<file path="src/rtl/quaternion_to_euler_assert.svh">
// Assertion macros for the quaternion to Euler angle block
`ifndef QUATERNION_TO_EULER_ASSERT_SVH
`define QUATERNION_TO_EULER_ASSERT_SVH

// same-cycle implication
`define QTE_ASSERT_IMPL(lbl, clk, rstn, ante, cons) \
  lbl: assert property (@(posedge clk) disable iff (!rstn) (ante) |-> (cons)) \
    else $error("quaternion_to_euler: assertion failed");

// next-cycle implication
`define QTE_ASSERT_NEXT(lbl, clk, rstn, ante, cons) \
  lbl: assert property (@(posedge clk) disable iff (!rstn) (ante) |=> (cons)) \
    else $error("quaternion_to_euler: assertion failed");

`endif

</file>
<file path="src/rtl/qte_pkg.sv">
package qte_pkg;

  localparam int QUAT_WIDTH_DEF  = 16;
  localparam int ANGLE_WIDTH_DEF = 16;

  localparam int VAL_W        = 37;
  localparam int RT_W         = 62;
  localparam int NORM_W       = 57;
  localparam int CW           = 60;
  localparam int ZW           = 33;
  localparam int SQRT_STEPS   = 31;
  localparam int NORM_STEPS   = 6;
  localparam int CORDIC_STEPS = 30;

  typedef logic signed [VAL_W-1:0] val_t;
  typedef logic signed [ZW-1:0]    ang_t;

  localparam val_t ONE_Q30 = 37'sd1073741824;
  localparam logic [RT_W-1:0] ONE_Q60 = 62'd1 << 60;
  localparam ang_t TURN_HALF    = 33'sd2147483648;
  localparam ang_t TURN_QUARTER = 33'sd1073741824;

  // atan(2^-i), full turn = 2^32
  localparam logic [29:0] ATAN_TAB [0:CORDIC_STEPS-1] = '{
    30'h20000000, 30'h12E4051E, 30'h09FB385B, 30'h051111D4, 30'h028B0D43, 30'h0145D7E1,
    30'h00A2F61E, 30'h00517C55, 30'h0028BE53, 30'h00145F2F, 30'h000A2F98, 30'h000517CC,
    30'h00028BE6, 30'h000145F3, 30'h0000A2FA, 30'h0000517D, 30'h000028BE, 30'h0000145F,
    30'h00000A30, 30'h00000518, 30'h0000028C, 30'h00000146, 30'h000000A3, 30'h00000051,
    30'h00000029, 30'h00000014, 30'h0000000A, 30'h00000005, 30'h00000003, 30'h00000001};

  typedef struct packed {
    val_t s;
    val_t ry;
    val_t rx;
    val_t yy;
    val_t yx;
  } front_t;

  typedef struct packed {
    logic [RT_W-1:0] v;
    logic [RT_W-1:0] res;
    front_t          pl;
  } sq_t;

  typedef struct packed {
    logic              sx;
    logic              sy;
    logic              xzero;
    logic              yzero;
    logic [NORM_W-1:0] ax;
    logic [NORM_W-1:0] ay;
  } lane_t;

  typedef lane_t [2:0] lane3_t;

  typedef struct packed {
    logic                 sx;
    logic                 sy;
    logic                 xzero;
    logic                 yzero;
    logic signed [CW-1:0] x;
    logic signed [CW-1:0] y;
    ang_t                 z;
  } cord_t;

  typedef cord_t [2:0] cord3_t;

  function automatic lane_t make_lane(input val_t y, input val_t x);
    lane_t            l;
    logic [VAL_W-1:0] ux;
    logic [VAL_W-1:0] uy;
    ux = x[VAL_W-1] ? VAL_W'(-x) : VAL_W'(x);
    uy = y[VAL_W-1] ? VAL_W'(-y) : VAL_W'(y);
    l.sx    = x[VAL_W-1];
    l.sy    = y[VAL_W-1];
    l.xzero = (x == '0);
    l.yzero = (y == '0);
    l.ax    = NORM_W'(ux);
    l.ay    = NORM_W'(uy);
    return l;
  endfunction

  function automatic cord_t init_cord(input lane_t l);
    cord_t c;
    c.sx    = l.sx;
    c.sy    = l.sy;
    c.xzero = l.xzero;
    c.yzero = l.yzero;
    c.x     = $signed({{(CW-NORM_W){1'b0}}, l.ax});
    c.y     = $signed({{(CW-NORM_W){1'b0}}, l.ay});
    c.z     = '0;
    return c;
  endfunction

  // first-quadrant angle mapped back to the operands' signs
  function automatic ang_t lane_angle(input cord_t c);
    ang_t q;
    ang_t a;
    if (c.z < 0) begin
      q = '0;
    end else if (c.z > TURN_QUARTER) begin
      q = TURN_QUARTER;
    end else begin
      q = c.z;
    end
    if (c.yzero) begin
      q = '0;
    end else if (c.xzero) begin
      q = TURN_QUARTER;
    end
    a = c.sx ? (TURN_HALF - q) : q;
    if (c.sy) begin
      a = -a;
    end
    return a;
  endfunction

endpackage

</file>
<file path="src/rtl/qte_norm_cell.sv">
module qte_norm_cell #(
  parameter int SH = 1
) (
  input  logic            clk,
  input  logic            en,
  input  qte_pkg::lane3_t d_in,
  output qte_pkg::lane3_t d_out
);
  import qte_pkg::*;

  localparam logic [NORM_W-1:0] LIM = NORM_W'(1) << (NORM_W - SH);

  lane3_t q_nxt;
  lane3_t q_r;

  always_comb begin
    q_nxt = d_in;
    for (int l = 0; l < 3; l++) begin
      if (((d_in[l].ax > d_in[l].ay) ? d_in[l].ax : d_in[l].ay) < LIM) begin
        q_nxt[l].ax = d_in[l].ax << SH;
        q_nxt[l].ay = d_in[l].ay << SH;
      end
    end
  end

  always_ff @(posedge clk) begin
    if (en) begin
      q_r <= q_nxt;
    end
  end

  assign d_out = q_r;

endmodule

</file>
<file path="config.mk">
export PLATFORM = sky130hd
export DESIGN_NAME = qte_norm_cell
export DESIGN_NICKNAME = d
export VERILOG_FILES = /design/src/rtl/quaternion_to_euler_assert.svh /design/src/rtl/qte_pkg.sv /design/src/rtl/qte_norm_cell.sv
export SDC_FILE = /design/constraint.sdc
export NUM_CORES = 1
export LEC_CHECK = 0
export BUFFER_PORTS_ARGS = -buffer_cell sky130_fd_sc_hd__buf_2
export CORE_AREA = 2 2 273 275
export CTS_CLUSTER_DIAMETER = 200
export DETAILED_ROUTE_END_ITERATION = 12
export DIE_AREA = 0 0 275 277
export GPL_TIMING_DRIVEN = 0
export PLACE_DENSITY_LB_ADDON = 0.2
export SYNTH_ARGS = -nofsm -noshare
export SYNTH_HDL_FRONTEND = slang
export SYNTH_SLANG_ARGS = --single-unit
</file>
<file path="constraint.sdc">
create_clock -name clk -period 4.1 [get_ports clk]
set_clock_uncertainty 0.1 [all_clocks]
set_input_delay 0.615 -clock clk [delete_from_list [all_inputs] [get_ports clk]]
set_output_delay 0.615 -clock clk [all_outputs]
set_load 0.01 [all_outputs]
</file>
---- Yosys cells after proc, flatten, opt, wreduce, memory -nomap -nowiden ----
Cells that the tools add are included.
word-level totals
  output and inout bits ................... 354
  ROM bits ................................ 0
  register bits ........................... 354
  bits in latches ......................... 0
  RAM bits ................................ 0
  memories ................................ 0
  input bits .............................. 356
cells by class
  div/mod/pow operators ................... 0
  multiply operators ...................... 0
  muxes and demuxes ....................... 6
  add/sub/neg operators ................... 0
  shift-type cells ........................ 0
  reductions and logical operators ........ 0
  eq/ne operators ......................... 0
  bitwise logic cells ..................... 0
  order comparisons ....................... 6
operators with widths
  kind                    count
  $mux W114               3
  $gt A57 B57 Y1          3
  $lt A57 B57 Y1 const B  3
  $mux W57                3

---- Logic depth before layout (Yosys ltp) ----
Gate-level depths: netlist of the first run.
  depth after elaboration ................. 4
  mapped depth ............................ 12

---- Worst setup path after synthesis of the first run ----
Ideal clock, no wire load.
  path type ............................... input to register
  from .................................... input d_in[290] (netlist bit)
  to ...................................... register q_r, in the netlist d_out[346], data pin
  path slack .............................. 0.528 ns
  stages on the path ...................... 12
  arrival time ............................ 3.210 ns
  required time ........................... 3.738 ns
  path through ............................ inv_1 > ha_1 > a21o_1 > a21o_1 > a221o_1 > or3_4 > nor4_4 > a21oi_4 > mux2i_4 > buf_6 > buf_8 > mux2_1
RTL lines
  element                 line                 text
  start: declaration      qte_norm_cell.sv:6   input qte_pkg::lane3_t d_in,
  end signal: assignment  qte_norm_cell.sv:28  q_r <= q_nxt;
  end: declaration        qte_norm_cell.sv:14  lane3_t q_r;

==> impl_metrics.toml, run 1 <==
[status]
status = "completed"

[grt]
antenna_found_initial = 20
grt_max_degree = 110
grt_use_total = 0.1688
grt_pass1_vias = 14860
grt.overflow.total = 0
grt_pass1_wl_um = 96120

[die]
dieArea_um2 = 76180
die_x_um = 275
rows = 100
fp.dieH_um = 277
io_pins = 710
coreArea_um2 = 73570
start_util = 0.2574

[place]
gp_congestion = 0.8808
dpl-instance-area_um2 = 23790
portBuffers = 709
dpl.hpwl_um = 54160

[power_and_ir_drop]
power.density_nw_per_um2 = 421.3
p_leak_nw = 11.77
ir_drop_v = 0.0002944

[detailed_routing]
firstDrtPassIters = 4
via_per_inst = 4.493
wire_per_inst_um = 21.44
ant_nets = 0
first_iter_violations = 607
drt_wl_total_um = 66880
drc_errors = 0
vias = 14017

[cts]
clock-sinks = 354
cts_tree = "done"
clk_pin_slew_ns = 0.06
cts_root_buf = "clkbuf_16"
cts_hold_buf = 0
cts_buffers = 46
h-tree-depth = 2
cts.path.max_buffers = 3

[cells_and_area]
final_area_um2 = 25300
fillers = 7416
drive_above_1_share = 0.4495
syn_to_final_growth_pct = 33.57
post-route-util = 0.3439
largest_register_ffs = 354
layout.nets = 2630

[sta]
rsz0062_at_grt = "false"
slew_headroom = 0.5007
slew_viol_final = 0
worstMarginPinSlew_ns = 0.7489
fmax_ghz = 0.2511
setup_viol = 0
whs_ns = 0.1278
post-route-period-util = 0.9714
fin_crit_ns = 3.983
hold_viol_final = 0
setup_tns_ns = 0

[synth]
synth.area.top_cells = "edfxtp_1, ha_1, mux2i_1, mux2_2, inv_1"
synth_top_area_share = 0.5612
synthArstFlopShare = 0
synth_ff_type = "edfxtp_1"
synth-edff-count = 354
avgSynthCellArea_um2 = 14.10
netlist_top_cells_count = "edfxtp_1, inv_1, ha_1, mux2i_1, mux2_2"
yosysSeqAreaShare = 0.5612
synth.most_common_cell = "edfxtp_1"
synth_cell_types = 52
synth.largest_area_cell = "edfxtp_1"
synth_area_um2 = 18940
yosysWarnings = 0
synth_seq_cells = 354
syn_nets = 1870
synthCells = 1343

[worst_setup_path]
cp_slowest_cell = "or4_1"
end_kind = "register"
slowest_delay_ns = 0.64
worstPathMaxFanout = 10
required_ns = 4.31
crit_chain = "buf_2 -> inv_1 -> ha_1 -> nand4_1 -> or4_1 -> nor2_2 -> o311a_1 -> nor4_1 -> a21boi_1 -> mux2i_2 -> buf_4 -> buf_6 -> mux2_2"
startpoint_type = "input pin"
arrival_ns = 4.19
crit_type = "in2reg"

[flow_run]
maxCapViolCount = 0

[worst_hold_path]
hold_class = "in2reg"
[layout by cell type, fill, tap and decap left out, types with 7 or more instances in the layout]
cell type and count:
mux2_1 26, a21o_1 43, inv_1 177, buf_4 7, clkinv_1 13, nand3_1 12
clkbuf_16 49, buf_2 723, diode_2 11, mux2_2 141, a21oi_1 53, nand2_1 23
nand4_1 34, mux2i_1 164, edfxtp_1 354, ha_1 171, and4_1 8, nor2_1 20
clkbuf_1 14, o21ai_0 11, buf_6 10
[routing by layer]
layer  global-route usage  part of all wire
met1               0.1982              0.40
met2               0.2888              0.49
met3              0.04786             0.076
met4              0.06625             0.032
met5                    0            0.0014
[worst paths after layout]
path,startpoint,end,slack [ns],cells after the start
min,d_in[350],d_out[350],0.13,1
max,d_in[32],d_out[111],0.12,13
[through the flow]
step / instances / worst slack [ns] / power [W]
floorplan: 1343 / 0.5284 / 0.005770
global placement: 3021 / -3.428 / 0.006839
detailed placement: 3024 / -0.8949 / 0.006828
CTS: 3109 / 0.04144 / 0.01085
global route: 3120 / 0.03638 / 0.01118
finish: 3120 / 0.1171 / 0.01066
[power by group]
group / internal [W] / leakage, nW / switching (W)
Clock: 0.00230 / 0.701 / 0.00163
Sequential: 0.00448 / 3.46 / 0.0000980
Combinational: 0.000932 / 7.60 / 0.00123
[cell families (layout without fill, tap and decap cells)]
kind of cell / after synthesis / count (layout) / synth area share
DFF: 354 / 354 / 0.5612
adders and majority gates: 171 / 171 / 0.1130
and+or+nand+nor: 121 / 121 / 0.03561
AOI/OAI and AO/OA: 149 / 149 / 0.05232
buffers and inverters: 213 / 1010 / 0.04915
muxes: 335 / 335 / 0.1887
other: 0 / 11 / 0
[cell type report]
type / count / area (um2) / area share
inverters: 177 / 664.4 / 0.02626
plain buffers: 36 / 266.5 / 0.01053
clock inverters: 25 / 172.7 / 0.006825
repair buffers: 712 / 3641 / 0.1439
clock buffers: 60 / 1267 / 0.05010
flip-flops and latches: 354 / 10630 / 0.4202
diodes: 11 / 27.53 / 0.001088
well taps: 969 / 1212 / 0.04792
multi-input cells: 776 / 7417 / 0.2932
[critical path: cells and delay by family]
kind	cells	cell delay (ns)
fa+ha+maj	1	0.29
buf+inv	4	0.69
mux	2	0.81
simple gates	4	1.20
compound gates	2	0.58
[timing repair]
action / in CTS / in global routing
endpoints found under the setup margin: 74 / 49
setup buffers: 0 / 0
gates resized for setup: 6 / 3
(Power assumes the default switching activity.)
==> inputs of run 2 (changes only) <==
clock period = 3.7 ns   (was 4.1 ns; I/O delays follow)
==> run 2 against run 1 <==
- first-iteration DRC count rose by 3.8%
- setup slack got worse by 0.030 ns
- total power rose by 11%
- die area did not move
- sequential power rose by 11%
- critical path type unchanged
- hold slack got worse by 0.060 ns
- cell area rose by 0.28%
- flip-flop and latch count did not move
- wire length barely moved
- critical endpoint is now d_out[65]
- clock power rose by 11%
==> impl_metrics.toml, run 2 (synthesis gave the netlist of run 1 again) <==
[grt]
grt_use_total = 0.1689
grt_pass1_wl_um = 96190
antenna_found_initial = 19
grt_pass1_vias = 14865
grt_max_degree = 110
grt.overflow.total = 0

[power_and_ir_drop]
power.share.combinational = 0.204
ir_drop_v = 0.0003263
p_int_w = 0.008548
switching_share = 0.2773
pwr-share-seq = 0.428
p_leak_nw = 11.81
power.total_w = 0.01183
clkPwrFrac = 0.368
power.density_nw_per_um2 = 466.2
p_sw_w = 0.003281

[cells_and_area]
final_area_um2 = 25370
drive_above_1_share = 0.4522
layout.nets = 2633
largest_register_ffs = 354
syn_to_final_growth_pct = 33.95
layout_commonest_cell = "buf_2"
mostFrequentLayoutCells = "buf_2, edfxtp_1, inv_1"

[die]
fp.dieH_um = 277
start_util = 0.2574
dieArea_um2 = 76180
coreArea_um2 = 73570
die_x_um = 275
rows = 100
io_pins = 710

[sta]
hold_viol_final = 0
post-route-period-util = 0.9765
fmax_ghz = 0.2768
setup_viol = 0
slew_viol_final = 0
slew_headroom = 0.5226
fin_crit_ns = 3.613
worstMarginPinSlew_ns = 0.7162

[cts]
clock-sinks = 354
clk_pin_slew_ns = 0.06
cts_root_buf = "clkbuf_16"
cts_buffers = 46
cts.path.max_buffers = 3
h-tree-depth = 2
cts_tree = "done"

[worst_setup_path]
startpoint_type = "input pin"
required_ns = 3.91
crit_type = "in2reg"
crit_path_start = "d_in[32]"
crit_chain = "buf_2 -> inv_1 -> ha_1 -> nand4_1 -> or4_4 -> nor2_4 -> nand4_1 -> mux2_2 -> a21boi_1 -> mux2i_2 -> buf_4 -> buf_2 -> mux2_2"
crit_buf_inv = 4
worstPathMaxFanout = 10
crit_path_end = "d_out[65]"
cp.depth = 13
arrival_ns = 3.83
slowest_delay_ns = 0.62
cp_slowest_cell = "or4_4"
end_kind = "register"
crit_family = "simple AND/OR/NAND/NOR gates"

[worst_hold_path]
hold_class = "in2reg"

[detailed_routing]
drt_wl_total_um = 66850
vias = 14039
first_iter_violations = 630
wire_per_inst_um = 21.41
via_per_inst = 4.495
firstDrtPassIters = 5
ant_nets = 0
drc_errors = 0

[status]
status = "completed"

[place]
dpl-instance-area_um2 = 23790
gp_congestion = 0.8808
dpl.hpwl_um = 54160
portBuffers = 709

[flow_run]
maxCapViolCount = 0
[run 2: changes by cell type in the layout (fill, tap and decap cells not counted), sizes merged]
cell,delta
clkbuf,+3
[run 2: power by group through the flow]
stage               clock network, W  logic [W]  registers (W)
CTS                          0.00451    0.00244        0.00507
finish                       0.00435    0.00241        0.00507
global route                 0.00467    0.00263        0.00511
detailed placement                 0    0.00241        0.00515
floorplan                          0   0.000998        0.00540
global placement                   0    0.00238        0.00520
[run 2: how the worst min path moves through the flow]
stage / start / end / slack [ns] / depth (start not counted)
after detailed placement: d_in[352] / d_out[352] / 0.63 / 1
after global routing: d_in[352] / d_out[352] / 0.02 / 1
after global placement: d_in[353] / d_out[353] / 0.63 / 1
final: d_in[350] / d_out[350] / 0.07 / 1
after CTS: d_in[352] / d_out[352] / 0.01 / 1
after floorplan: d_in[114] / d_out[114] / 0.55 / 0
[run 2: layout make-up]
type                       count  area, um2
tap                          969       1212
inverter                     177      664.4
antenna                       11      27.53
clock inverter                25      172.7
multi-input combinational    776       7450
fill                        7411      48200
clock buffer                  60       1267
sequential                   354      10630
buffer                        36      282.8
timing repair buffer         715       3664
[run 2: repair_timing]
action | CTS | global route
pin swaps | 0 | 4
hold buffers | 0 | 0
gates resized for setup | 12 | 11
buffers inserted | 2 | 1
cloned | 0 | 0
setup endpoints to repair | 336 | 166
[run 2: layer usage]
metal / GRT usage / share of wire
met4: 0.06611 / 0.032
met3: 0.04752 / 0.073
met2: 0.2889 / 0.49
met1: 0.1986 / 0.40
met5: 0 / 0.00097
[run 2: stage by stage]
stage | hold slack (ns) | util | cells | setup WS [ns] | TNS, ns
floorplan | 0.5539 | - | 1343 | 0.1884 | 0
global placement | 0.6315 | 0.3222 | 3021 | -3.768 | -1615.79
detailed placement | 0.6332 | 0.3234 | 3024 | -1.235 | -297.21
CTS | 0.01274 | 0.3440 | 3111 | 0.02002 | 0
global route | 0.02083 | 0.3448 | 3123 | -0.01888 | -0.1479
finish | 0.06796 | 0.3448 | 3123 | 0.08685 | 0
