## config.mk

```make
export PLATFORM = sky130hd
export DESIGN_NAME = qte_sqrt_cell
export DESIGN_NICKNAME = d
export VERILOG_FILES = /design/src/rtl/quaternion_to_euler_assert.svh /design/src/rtl/qte_pkg.sv /design/src/rtl/qte_sqrt_cell.sv
export SDC_FILE = /design/constraint.sdc
export NUM_CORES = 1
export LEC_CHECK = 0
export ABC_AREA = 1
export BUFFER_PORTS_ARGS = -buffer_cell sky130_fd_sc_hd__buf_4
export CORE_AREA = 2 2 245 247
export CTS_CLUSTER_DIAMETER = 150
export CTS_CLUSTER_SIZE = 14
export DETAILED_ROUTE_END_ITERATION = 12
export DIE_AREA = 0 0 247 249
export GPL_ROUTABILITY_DRIVEN = 0
export SLEW_MARGIN = 30
export SYNTH_ARGS = -nofsm -noshare
export SYNTH_HDL_FRONTEND = slang
export SYNTH_SLANG_ARGS = --single-unit
export TNS_END_PERCENT = 10
```

## constraint.sdc

```tcl
create_clock -name clk -period 4.2 [get_ports clk]
set_clock_uncertainty 0.1 [all_clocks]
set_input_delay 0.21 -clock clk [delete_from_list [all_inputs] [get_ports clk]]
set_output_delay 0.21 -clock clk [all_outputs]
set_load 0.02 [all_outputs]
```

## src/rtl/quaternion_to_euler_assert.svh

```systemverilog
// Assertion macros for the quaternion to Euler angle block
`ifndef QUATERNION_TO_EULER_ASSERT_SVH
`define QUATERNION_TO_EULER_ASSERT_SVH

// same-cycle implication
`define QTE_ASSERT_IMPL(lbl, clk, rstn, ante, cons) \
  lbl: assert property (@(posedge clk) disable iff (!rstn) (ante) |-> (cons)) \
    else $error("quaternion_to_euler: assertion failed");

// next-cycle implication
`define QTE_ASSERT_NEXT(lbl, clk, rstn, ante, cons) \
  lbl: assert property (@(posedge clk) disable iff (!rstn) (ante) |=> (cons)) \
    else $error("quaternion_to_euler: assertion failed");

`endif

```

## src/rtl/qte_pkg.sv

```systemverilog
package qte_pkg;

  localparam int QUAT_WIDTH_DEF  = 16;
  localparam int ANGLE_WIDTH_DEF = 16;

  localparam int VAL_W        = 37;
  localparam int RT_W         = 62;
  localparam int NORM_W       = 57;
  localparam int CW           = 60;
  localparam int ZW           = 33;
  localparam int SQRT_STEPS   = 31;
  localparam int NORM_STEPS   = 6;
  localparam int CORDIC_STEPS = 30;

  typedef logic signed [VAL_W-1:0] val_t;
  typedef logic signed [ZW-1:0]    ang_t;

  localparam val_t ONE_Q30 = 37'sd1073741824;
  localparam logic [RT_W-1:0] ONE_Q60 = 62'd1 << 60;
  localparam ang_t TURN_HALF    = 33'sd2147483648;
  localparam ang_t TURN_QUARTER = 33'sd1073741824;

  // atan(2^-i), full turn = 2^32
  localparam logic [29:0] ATAN_TAB [0:CORDIC_STEPS-1] = '{
    30'h20000000, 30'h12E4051E, 30'h09FB385B, 30'h051111D4, 30'h028B0D43, 30'h0145D7E1,
    30'h00A2F61E, 30'h00517C55, 30'h0028BE53, 30'h00145F2F, 30'h000A2F98, 30'h000517CC,
    30'h00028BE6, 30'h000145F3, 30'h0000A2FA, 30'h0000517D, 30'h000028BE, 30'h0000145F,
    30'h00000A30, 30'h00000518, 30'h0000028C, 30'h00000146, 30'h000000A3, 30'h00000051,
    30'h00000029, 30'h00000014, 30'h0000000A, 30'h00000005, 30'h00000003, 30'h00000001};

  typedef struct packed {
    val_t s;
    val_t ry;
    val_t rx;
    val_t yy;
    val_t yx;
  } front_t;

  typedef struct packed {
    logic [RT_W-1:0] v;
    logic [RT_W-1:0] res;
    front_t          pl;
  } sq_t;

  typedef struct packed {
    logic              sx;
    logic              sy;
    logic              xzero;
    logic              yzero;
    logic [NORM_W-1:0] ax;
    logic [NORM_W-1:0] ay;
  } lane_t;

  typedef lane_t [2:0] lane3_t;

  typedef struct packed {
    logic                 sx;
    logic                 sy;
    logic                 xzero;
    logic                 yzero;
    logic signed [CW-1:0] x;
    logic signed [CW-1:0] y;
    ang_t                 z;
  } cord_t;

  typedef cord_t [2:0] cord3_t;

  function automatic lane_t make_lane(input val_t y, input val_t x);
    lane_t            l;
    logic [VAL_W-1:0] ux;
    logic [VAL_W-1:0] uy;
    ux = x[VAL_W-1] ? VAL_W'(-x) : VAL_W'(x);
    uy = y[VAL_W-1] ? VAL_W'(-y) : VAL_W'(y);
    l.sx    = x[VAL_W-1];
    l.sy    = y[VAL_W-1];
    l.xzero = (x == '0);
    l.yzero = (y == '0);
    l.ax    = NORM_W'(ux);
    l.ay    = NORM_W'(uy);
    return l;
  endfunction

  function automatic cord_t init_cord(input lane_t l);
    cord_t c;
    c.sx    = l.sx;
    c.sy    = l.sy;
    c.xzero = l.xzero;
    c.yzero = l.yzero;
    c.x     = $signed({{(CW-NORM_W){1'b0}}, l.ax});
    c.y     = $signed({{(CW-NORM_W){1'b0}}, l.ay});
    c.z     = '0;
    return c;
  endfunction

  // first-quadrant angle mapped back to the operands' signs
  function automatic ang_t lane_angle(input cord_t c);
    ang_t q;
    ang_t a;
    if (c.z < 0) begin
      q = '0;
    end else if (c.z > TURN_QUARTER) begin
      q = TURN_QUARTER;
    end else begin
      q = c.z;
    end
    if (c.yzero) begin
      q = '0;
    end else if (c.xzero) begin
      q = TURN_QUARTER;
    end
    a = c.sx ? (TURN_HALF - q) : q;
    if (c.sy) begin
      a = -a;
    end
    return a;
  endfunction

endpackage

```

## src/rtl/qte_sqrt_cell.sv

```systemverilog
module qte_sqrt_cell #(
  parameter int B = 0
) (
  input  logic         clk,
  input  logic         en,
  input  qte_pkg::sq_t d_in,
  output qte_pkg::sq_t d_out
);
  import qte_pkg::*;

  localparam logic [RT_W-1:0] BITV = RT_W'(1) << (2 * B);

  logic [RT_W-1:0] trial;
  sq_t             q_nxt;
  sq_t             q_r;

  always_comb begin
    q_nxt = d_in;
    trial = d_in.res + BITV;
    if (d_in.v >= trial) begin
      q_nxt.v   = d_in.v - trial;
      q_nxt.res = (d_in.res >> 1) + BITV;
    end else begin
      q_nxt.res = d_in.res >> 1;
    end
  end

  always_ff @(posedge clk) begin
    if (en) begin
      q_r <= q_nxt;
    end
  end

  assign d_out = q_r;

endmodule

```

==> Word-level counts from Yosys, hierarchy flattened <==
Cells that the tools add are included.
{ "op_classes": {"add_sub_neg": 3, "magnitude_cmp": 1, "mux": 2} }
{ "ops": {"columns": ["op", "count"], "rows": [
  ["61-bit by 1-bit adder with 62-bit output, second input constant", 1],
  ["62-bit by 1-bit adder with 62-bit output, second input constant", 1],
  ["62-bit greater-or-equal comparator", 1],
  ["62-bit 2-to-1 mux", 1],
  ["62-bit subtractor", 1],
  ["61-bit 2-to-1 mux", 1]
]} }
{ "totals": {"regBits": 309, "in_bits": 311, "out_inout_bits": 309} }

==> Logic depth before layout (Yosys ltp) <==
Gate-level depths: netlist (run 1).
{ "depth": {"depth_word": 3, "depth_mapped": 25, "mapped_depth_nobuf": 24} }

==> Worst setup path after synthesis (run 1) <==
Ideal clock, no wire load.
{ "synth_timing": {"path_type": "input-to-reg", "from": "in d_in[186] (netlist bit)", "to": "reg q_r, in the netlist d_out[210] (data pin)", "t_arrival_ps": 3108, "required_ps": 3841, "setup_slack_ps": 733, "cell_stages": 24, "cell_sequence": "ha_1 -> buf_2 -> nand3_1 -> inv_1 -> nand2_1 -> nor2_1 -> nand3_1 -> nor2_1 -> xor2_1 -> o21ai_0 -> ha_1 -> nand2_1 -> nor2_1 -> inv_1 -> nor2_2 -> nand2_1 -> nor2_1 -> nand2_1 -> nand3_1 -> nor2_1 -> nand2_4 -> buf_6 -> buf_4 -> o21ai_1"} }
{ "synth_lines": {"columns": ["element", "line_no", "rtl"], "rows": [
  ["start, declared", "qte_sqrt_cell.sv:6", "input qte_pkg::sq_t d_in,"],
  ["end signal, assigned", "qte_sqrt_cell.sv:30", "q_r <= q_nxt;"],
  ["end, declared", "qte_sqrt_cell.sv:15", "sq_t q_r;"]
]} }

==> results of run 1 <==
## through the flow
stage	total power, mW	utilization [%]	area (sq um)
6_report	9.22	50.8	29800
5_1_grt	9.58	50.8	29800
4_1_cts	9.22	50.5	29600
3_5_place_dp	6.68	44.2	25900
3_3_place_gp	6.67	44.2	25900
2_1_floorplan	5.27	-	19300
## worst max-delay path, cell delays in order
cell	delay (ns)
sky130_fd_sc_hd__buf_4	0.09
sky130_fd_sc_hd__dlygate4sd3_1	0.56
sky130_fd_sc_hd__inv_1	0.08
sky130_fd_sc_hd__nor3_1	0.36
sky130_fd_sc_hd__nand2_1	0.14
sky130_fd_sc_hd__nor2_1	0.20
sky130_fd_sc_hd__nand3_1	0.26
sky130_fd_sc_hd__nor4_4	0.30
sky130_fd_sc_hd__buf_4	0.20
sky130_fd_sc_hd__xor2_1	0.22
sky130_fd_sc_hd__ha_1	0.29
sky130_fd_sc_hd__nand2_1	0.10
sky130_fd_sc_hd__buf_4	0.12
sky130_fd_sc_hd__o21ai_0	0.13
sky130_fd_sc_hd__a21oi_2	0.19
sky130_fd_sc_hd__nand3_1	0.11
sky130_fd_sc_hd__nor2_2	0.13
sky130_fd_sc_hd__nand2_4	0.09
sky130_fd_sc_hd__buf_12	0.18
sky130_fd_sc_hd__clkbuf_16	0.19
sky130_fd_sc_hd__nand2_1	0.06
sky130_fd_sc_hd__o21ai_1	0.06
## final cells by class
cell class / count / area (sq um) / area share (%)
flip-flops and latches: 309 / 9280 / 31.1
clock inverters: 1 / 16.3 / 0.0546
repair buffers: 1071 / 8940 / 30.0
clock buffers: 28 / 679 / 2.28
diodes: 5 / 12.5 / 0.0420
multi-input cells: 1669 / 8290 / 27.8
inverters: 431 / 1620 / 5.43
well taps: 773 / 967 / 3.25
## power breakdown
group	internal, mW	switching (mW)
Clock	1.14	1.16
Sequential	3.78	0.155
Combinational	1.23	1.75
Total	6.15	3.07
## cells by family after synthesis
family                     count (synthesis)  share of synthesized area (%)
adders and majority gates                 65                           4.26
DFF                                      309                           48.1
buffers and inverters                    463                           9.60
xor gates and xnor gates                 147                           6.68
AOI/OAI and AO/OA                        100                           2.62
and+or+nand+nor                         1357                           28.7
## cells in the final DEF (no fill, tap or decap), types with 5 or more instances in the layout
master	Yosys	routed
sky130_fd_sc_hd__buf_4	8	760
sky130_fd_sc_hd__nand2_2	4	6
sky130_fd_sc_hd__clkbuf_16	0	28
sky130_fd_sc_hd__inv_1	421	421
sky130_fd_sc_hd__nand3_1	124	123
sky130_fd_sc_hd__xor2_1	141	138
sky130_fd_sc_hd__a21oi_1	38	37
sky130_fd_sc_hd__diode_2	0	5
sky130_fd_sc_hd__edfxtp_1	309	309
sky130_fd_sc_hd__buf_12	0	8
sky130_fd_sc_hd__nand2_1	927	925
sky130_fd_sc_hd__inv_2	8	8
sky130_fd_sc_hd__nor3_2	3	9
sky130_fd_sc_hd__nor2_2	9	15
sky130_fd_sc_hd__dlygate4sd3_1	0	300
sky130_fd_sc_hd__nand3b_1	6	6
sky130_fd_sc_hd__o21ai_0	10	9
sky130_fd_sc_hd__ha_1	64	63
sky130_fd_sc_hd__xnor2_1	6	6
sky130_fd_sc_hd__nand4_1	38	38
sky130_fd_sc_hd__nor2_1	186	180
sky130_fd_sc_hd__nor3_1	42	34
sky130_fd_sc_hd__o21ai_1	50	50
## layer usage
layer | wire (um) | vias up
met3 | 6680 | 206
met5 | 31 | -
li1 | - | 9829
met2 | 47100 | 937
met1 | 36200 | 9712
met4 | 5030 | 6
## path summary, 6_finish.rpt
check / end / cells past startpoint / slack, ns
worst max-delay path: d_out[215] / 22 / 0.13
worst min-delay path: d_out[215] / 3 / 0.02
## repair_timing
action                                 CTS  global route
gates resized for setup                  0            31
hold buffers                           300             0
setup endpoints to repair                0           124
endpoints found under the hold margin  299             0
==> impl_results.rst, run 1 <==
.. list-table::
   :header-rows: 1

   * - Metric
     - Value
   * - CTS H-tree lvls
     - 1
   * - Highest Clock Rate
     - 246 MHz
   * - Detailed Route Iter0 Violations
     - 1921
   * - CP Launch Type
     - input pin
   * - Setup repair after global routing missed its margin
     - false
   * - Port buffer count
     - 619
   * - Grt met3 use
     - 4.17%
   * - Ratio of total power to cell area
     - 309 nW/um^2
   * - Register area share after synthesis
     - 48.1%
   * - Vertical die dimension
     - 249 um
   * - Transition time at the pin with the least slew margin
     - 0.992 ns
   * - DR DRC count
     - 0
   * - Share of layout cells above drive strength 1
     - 24.3%
   * - Post-placement setup slack
     - -0.00258 ns
   * - Placed wire-length estimate after detailed placement
     - 76.8 mm
   * - Final-report hold violation count
     - 0
   * - Critical path arrival
     - 4.28 ns
   * - Number of unique standard cell types used by synthesis
     - 36
   * - Library cell occupying the most area in the post-synthesis netlist
     - sky130_fd_sc_hd__edfxtp_1
   * - Number of antenna violations at the first check in global routing
     - 8
   * - Final Hold Slack
     - 0.0228 ns
   * - Warnings, synthesis
     - 0
   * - Largest net degree at the start of global routing
     - 103
   * - Ranking of synthesized cells by area
     - sky130_fd_sc_hd__edfxtp_1, sky130_fd_sc_hd__nand2_1, sky130_fd_sc_hd__inv_1
   * - Leak pwr
     - 14.5 nW
   * - Met1 usage
     - 35.1%
   * - Final critical-path required period
     - 4.07 ns
   * - Commonest cells post-synth
     - sky130_fd_sc_hd__nand2_1, sky130_fd_sc_hd__inv_1, sky130_fd_sc_hd__edfxtp_1, sky130_fd_sc_hd__nor2_1, sky130_fd_sc_hd__xor2_1
   * - Most frequent cell after synthesis
     - sky130_fd_sc_hd__nand2_1
   * - Syn_area_per_cell
     - 7.90 sq um
   * - Final global-route overflow total
     - 0
   * - Worst VDD drop
     - 328 uV
   * - Most used routing layer in global routing
     - met2
   * - Global routing met2 resource utilization
     - 52.9%
   * - Placeable core region
     - 58700 sq um
   * - Number of flip-flops under the largest register name
     - 309
   * - CP startpoint
     - d_in[213]
   * - Number of global-route vias before repair
     - 20100
   * - Num CTS Buffers
     - 26
   * - Portion of synthesized cell area occupied by the leading cell type
     - 48.1%
   * - Category of the most critical setup path
     - input pin to register
   * - Layout overhead on the synthesized area
     - 54.6%
   * - Overall global routing resource usage
     - 29.7%
   * - Vias per cell
     - 4.83
   * - # placed instances
     - 3952
   * - Post-DRT Antenna Nets
     - 0
   * - Final routed wirelength across all metal layers
     - 95.1 mm
   * - Length of the first detailed-routing pass in iterations
     - 6
   * - Period Utilization, post-route
     - 97.0%
   * - Data required time of the worst path
     - 4.41 ns
   * - Post-synthesis register bit count
     - 309
   * - Classification of the worst-slack hold path
     - input pin to register
   * - Final TNS setup
     - 0 ns
   * - Via count of the routed design
     - 20700
   * - Buffer levels on the longest clock path
     - 3
   * - Final net count
     - 3884
   * - Number of enable-type register cells in the synthesized netlist
     - 309
   * - First-pass GRT wire length
     - 132 mm
   * - Starting density of the core
     - 32.9%
   * - Cell count after synthesis
     - 2441
   * - Clock root buffer master
     - sky130_fd_sc_hd__clkbuf_16
   * - Core Rows
     - 89
   * - Finish-stage setup viols
     - 0
   * - Final Max Slew Viols
     - 0
   * - Finished Layout Cells
     - 4287
   * - Source of the worst hold timing path
     - d_in[216]
   * - Max Cap Violations
     - 0
   * - Worst slew slack as a fraction of its limit
     - 33.9%
   * - Detail-routed net length per standard cell
     - 22.2 um
   * - TritonCTS Sinks
     - 309
   * - Number of top-level pins
     - 620
   * - Worst path setup slack after routing
     - 0.127 ns
   * - Dominant synthesized flop cell
     - sky130_fd_sc_hd__edfxtp_1
   * - Syn Std Cell Area
     - 19300 sq um
   * - CP endpoint kind
     - register
   * - Die width
     - 247 um
   * - Post CTS Setup Buffer Count
     - 0
   * - TritonCTS clock tree
     - built
   * - Clock input transition at the sequential cells of the worst setup and hold paths
     - 0.07 ns
   * - Fillers
     - 5598
   * - Die area
     - 61500 sq um
   * - Post-synthesis async set-or-reset flop share
     - 0%
   * - Net Count, Synth
     - 2817
   * - Result of the run
     - complete, no violations
   * - Highest net fanout along the worst path
     - 21
(Power assumes the default switching activity.)
==> run 2, diff against run 1 <==
--- a/config.mk
+++ b/config.mk
@@ -5,13 +5,12 @@
 export SDC_FILE = /design/constraint.sdc
 export NUM_CORES = 1
 export LEC_CHECK = 0
-export ABC_AREA = 1
 export BUFFER_PORTS_ARGS = -buffer_cell sky130_fd_sc_hd__buf_4
-export CORE_AREA = 2 2 245 247
+export CORE_AREA = 2 2 243 245
 export CTS_CLUSTER_DIAMETER = 150
 export CTS_CLUSTER_SIZE = 14
 export DETAILED_ROUTE_END_ITERATION = 12
-export DIE_AREA = 0 0 247 249
+export DIE_AREA = 0 0 245 247
 export GPL_ROUTABILITY_DRIVEN = 0
 export SLEW_MARGIN = 30
 export SYNTH_ARGS = -nofsm -noshare
==> run 2 against run 1 <==
  * The run now ends with negative setup slack left
  * Critical path depth unchanged
  * Clock power about the same
  * Sequential share of layout area increased by 0.61 points
  * Fmax decreased by 5.1%
  * Non-clock buffer count increased by 234
  * Synthesized cell count decreased by 43%
  * Power about the same
  * Largest cell class is now buffers
==> impl_results.rst, run 2 <==
.. list-table::
   :header-rows: 1

   * - Metric
     - Value
   * - Final net count
     - 3038
   * - Net Count, Synth
     - 1758
   * - Fraction of the mapped netlist area in compound gates
     - 10.6%
   * - Number of cells traversed by the worst hold path
     - 3
   * - Number of enable-type register cells in the synthesized netlist
     - 309
   * - Detailed Route Iter0 Violations
     - 1436
   * - Share of layout cells above drive strength 1
     - 44.6%
   * - Number of global-route vias before repair
     - 17200
   * - Most frequent cell after synthesis
     - sky130_fd_sc_hd__edfxtp_1
   * - Combinational family with the most area after synthesis
     - simple AND/OR/NAND/NOR gates
   * - Num CTS Buffers
     - 26
   * - Number of flip-flops under the largest register name
     - 309
   * - Area share of fa/ha/maj cells after synthesis
     - 5.14%
   * - Critical path arrival
     - 4.52 ns
   * - Logic pwr share
     - 33.1%
   * - Syn Std Cell Area
     - 16000 sq um
   * - Syn_area_per_cell
     - 11.6 sq um
   * - Commonest non-fill, non-tap cells in the layout
     - sky130_fd_sc_hd__buf_4, sky130_fd_sc_hd__edfxtp_1, sky130_fd_sc_hd__dlygate4sd3_1
   * - NetSw
     - 2.89 mW
   * - Overall global routing resource usage
     - 25.7%
   * - Max Cap Violations
     - 0
   * - CP endpoint kind
     - register
   * - Data required time of the worst path
     - 4.43 ns
   * - Library cell occupying the most area in the post-synthesis netlist
     - sky130_fd_sc_hd__edfxtp_1
   * - Largest net degree at the start of global routing
     - 107
   * - Xor/xnor share of the synthesized area
     - 9.76%
   * - Via count of the routed design
     - 17000
   * - Die area
     - 60500 sq um
   * - Final routed wirelength across all metal layers
     - 83.8 mm
   * - Mux cell area share after synthesis
     - 0.0705%
   * - Fillers
     - 5142
   * - Clock input transition at the sequential cells of the worst setup and hold paths
     - 0.08 ns
   * - Flop pwr share
     - 41.8%
   * - Cell-internal power
     - 6.32 mW
   * - Port buffer count
     - 619
   * - Layout overhead on the synthesized area
     - 82.9%
   * - Switching share of power
     - 31.4%
   * - DR DRC count
     - 0
   * - Worst slew slack as a fraction of its limit
     - 57.0%
   * - Hold Path End
     - d_out[226]
   * - Ratio of total power to cell area
     - 315 nW/um^2
   * - Die width
     - 245 um
   * - Worst VDD drop
     - 304 uV
   * - Finish-stage setup viols
     - 45
   * - Leak pwr
     - 12.5 nW
   * - Simple-gate area share of the yosys netlist
     - 14.2%
   * - Length of the first detailed-routing pass in iterations
     - 5
   * - Setup repair after global routing missed its margin
     - true
   * - Buffer levels on the longest clock path
     - 3
   * - Classification of the worst-slack hold path
     - input pin to register
   * - Warnings, synthesis
     - 0
   * - Post-synthesis register bit count
     - 309
   * - Ranking of synthesized cells by area
     - sky130_fd_sc_hd__edfxtp_1, sky130_fd_sc_hd__xnor2_1, sky130_fd_sc_hd__ha_1
   * - Highest net fanout along the worst path
     - 8
   * - Final critical-path required period
     - 4.29 ns
   * - Crit-path max cell delay
     - 0.52 ns
   * - Cell count after synthesis
     - 1382
   * - Crit-path slowest cell
     - sky130_fd_sc_hd__or4_4
   * - Placed wire-length estimate after detailed placement
     - 62.4 mm
   * - Post-DRT Antenna Nets
     - 0
   * - Area after detailed placement
     - 24100 sq um
   * - Area occupied by multi-input gates
     - 7200 sq um
   * - Violated checks
     - negative setup slack
   * - Clk network pwr share
     - 25.1%
   * - Period Utilization, post-route
     - 102%
   * - First-pass GRT wire length
     - 114 mm
   * - Starting density of the core
     - 27.4%
   * - Area of all placed cells without fillers
     - 29200 sq um
   * - Portion of synthesized cell area occupied by the leading cell type
     - 58.1%
   * - Transition time at the pin with the least slew margin
     - 0.645 ns
   * - Result of the run
     - complete, but fails checks
   * - Most common cell after layout, fill and taps aside
     - sky130_fd_sc_hd__buf_4
   * - Number of unique standard cell types used by synthesis
     - 64
   * - Category of the most critical setup path
     - input pin to register
   * - Vertical die dimension
     - 247 um
   * - CTS H-tree lvls
     - 1
   * - Clock root buffer master
     - sky130_fd_sc_hd__clkbuf_16
   * - Final Max Slew Viols
     - 0
   * - Core Rows
     - 89
   * - Source of the worst hold timing path
     - d_in[227]
   * - Register area share after synthesis
     - 58.1%
   * - TritonCTS Sinks
     - 309
   * - Commonest cells post-synth
     - sky130_fd_sc_hd__edfxtp_1, sky130_fd_sc_hd__nor2_1, sky130_fd_sc_hd__nand2_1, sky130_fd_sc_hd__a21oi_1, sky130_fd_sc_hd__xnor2_1
   * - Number of antenna violations at the first check in global routing
     - 8
   * - CP Launch Type
     - input pin
   * - TritonCTS clock tree
     - built
   * - Highest Clock Rate
     - 233 MHz
   * - Cell chain of the critical path
     - buf_8 > and3_4 > and3_4 > nand4_4 > or4_4 > nor4_4 > nand4_1 > inv_2 > nand4_4 > nor2_4 > xnor2_2 > ha_1 > nand4_1 > or4_4 > nor2_4 > nand4_1 > nand3b_1 > o21ba_4 > o31a_4 > buf_12 > or4_4 > xnor2_2
   * - Detail-routed net length per standard cell
     - 24.4 um
   * - Number of top-level pins
     - 620
   * - Dominant synthesized flop cell
     - sky130_fd_sc_hd__edfxtp_1
   * - Final-report hold violation count
     - 0
   * - Post-placement setup slack
     - -0.954 ns
   * - Worst path setup slack after routing
     - -0.0930 ns
   * - Final global-route overflow total
     - 0
   * - Placeable core region
     - 58200 sq um
   * - Area taken by flip-flops and latches
     - 9280 sq um
   * - Vias per cell
     - 4.95
   * - Post-synthesis async set-or-reset flop share
     - 0%
-- run 2: cell types whose count changed after synthesis, sizes merged, moves of 77 or more --
cell and change:
nand2 -798, inv -403, xnor2 +90, a21oi +89
nand3 -77
-- run 2: through the flow --
step                hold WS [ns]  instances  power, mW  TNS (ns)  utilization (%)
finish                    0.0403       3441       9.21     -1.58             50.2
global route              0.0244       3440       9.53    -15.18             50.2
CTS                      0.00718       3417       9.09     -7.71             48.7
detailed placement         0.289       3067       6.40    -93.02             41.3
global placement           0.288       3067       6.39    -88.87             41.3
floorplan                  0.209       1382       4.96    -17.04                -
-- run 2: critical path: cells and delay by family --
family | cells | cell delay (ns)
and+or+nand+nor | 14 | 3.13
buffers and inverters | 3 | 0.36
AOI/OAI and AO/OA | 2 | 0.31
adders and majority gates | 1 | 0.29
xor gates and xnor gates | 2 | 0.22
-- run 2: area by class of cell --
class | count | area share (%)
multi-input cells | 993 | 24.6
inverters | 27 | 0.347
repair buffers | 1305 | 37.5
diodes | 5 | 0.0428
well taps | 773 | 3.31
clock buffers | 28 | 2.32
flip-flops and latches | 309 | 31.8
clock inverters | 1 | 0.0557
-- run 2: routing by layer --
metal  part of all wire [%]  vias to the layer above  global-route usage, %  wire length, um
met1                     37                     8255                   29.5            31300
met5                  0.043                        -                      0               36
met2                     49                      918                   44.9            41100
li1                       -                     7640                      -                -
met4                    6.4                        6                   14.9             5370
met3                    7.2                      213                   4.85             6030
-- run 2: worst max path at each step --
| stage | start | end | slack (ns) |
|---|---|---|---|
| 2_1_floorplan | d_in[208] | d_out[233] | -0.30 |
| 4_1_cts | d_in[208] | d_out[233] | -0.17 |
| 5_1_grt | d_in[195] | d_out[308] | -0.26 |
| 6_report | d_in[209] | d_out[233] | -0.09 |
| 3_5_place_dp | d_in[194] | d_out[230] | -0.95 |
| 3_3_place_gp | d_in[194] | d_out[230] | -0.98 |
-- run 2: cells by family (layout without fill, tap and decap cells) --
logic type	count (synthesis)	count (layout)
flip-flops	309	309
AND/OR/NAND/NOR	472	472
XOR/XNOR	178	178
multiplexers	1	1
adder cells (fa/ha/maj)	65	65
AO/OA/AOI/OAI	277	277
other	0	5
buffers and inverters	80	1361
-- run 2: what timing repair did --
item | in CTS | in global routing
setup buffers | 18 | 10
resized for setup | 72 | 124
hold buffers | 300 | 0
endpoints found under the setup margin | 123 | 124
hold endpoints to repair | 312 | 0
pin swaps | 30 | 51
gates cloned | 3 | 9
-- run 2: power by group through the flow --
stage / registers, mW / clock network [mW] / logic, mW
after floorplan: 4.25 / 0 / 0.711
after global placement: 3.91 / 0 / 2.48
after CTS: 3.84 / 2.39 / 2.86
after global routing: 3.87 / 2.45 / 3.21
final: 3.85 / 2.31 / 3.05
after detailed placement: 3.90 / 0 / 2.50
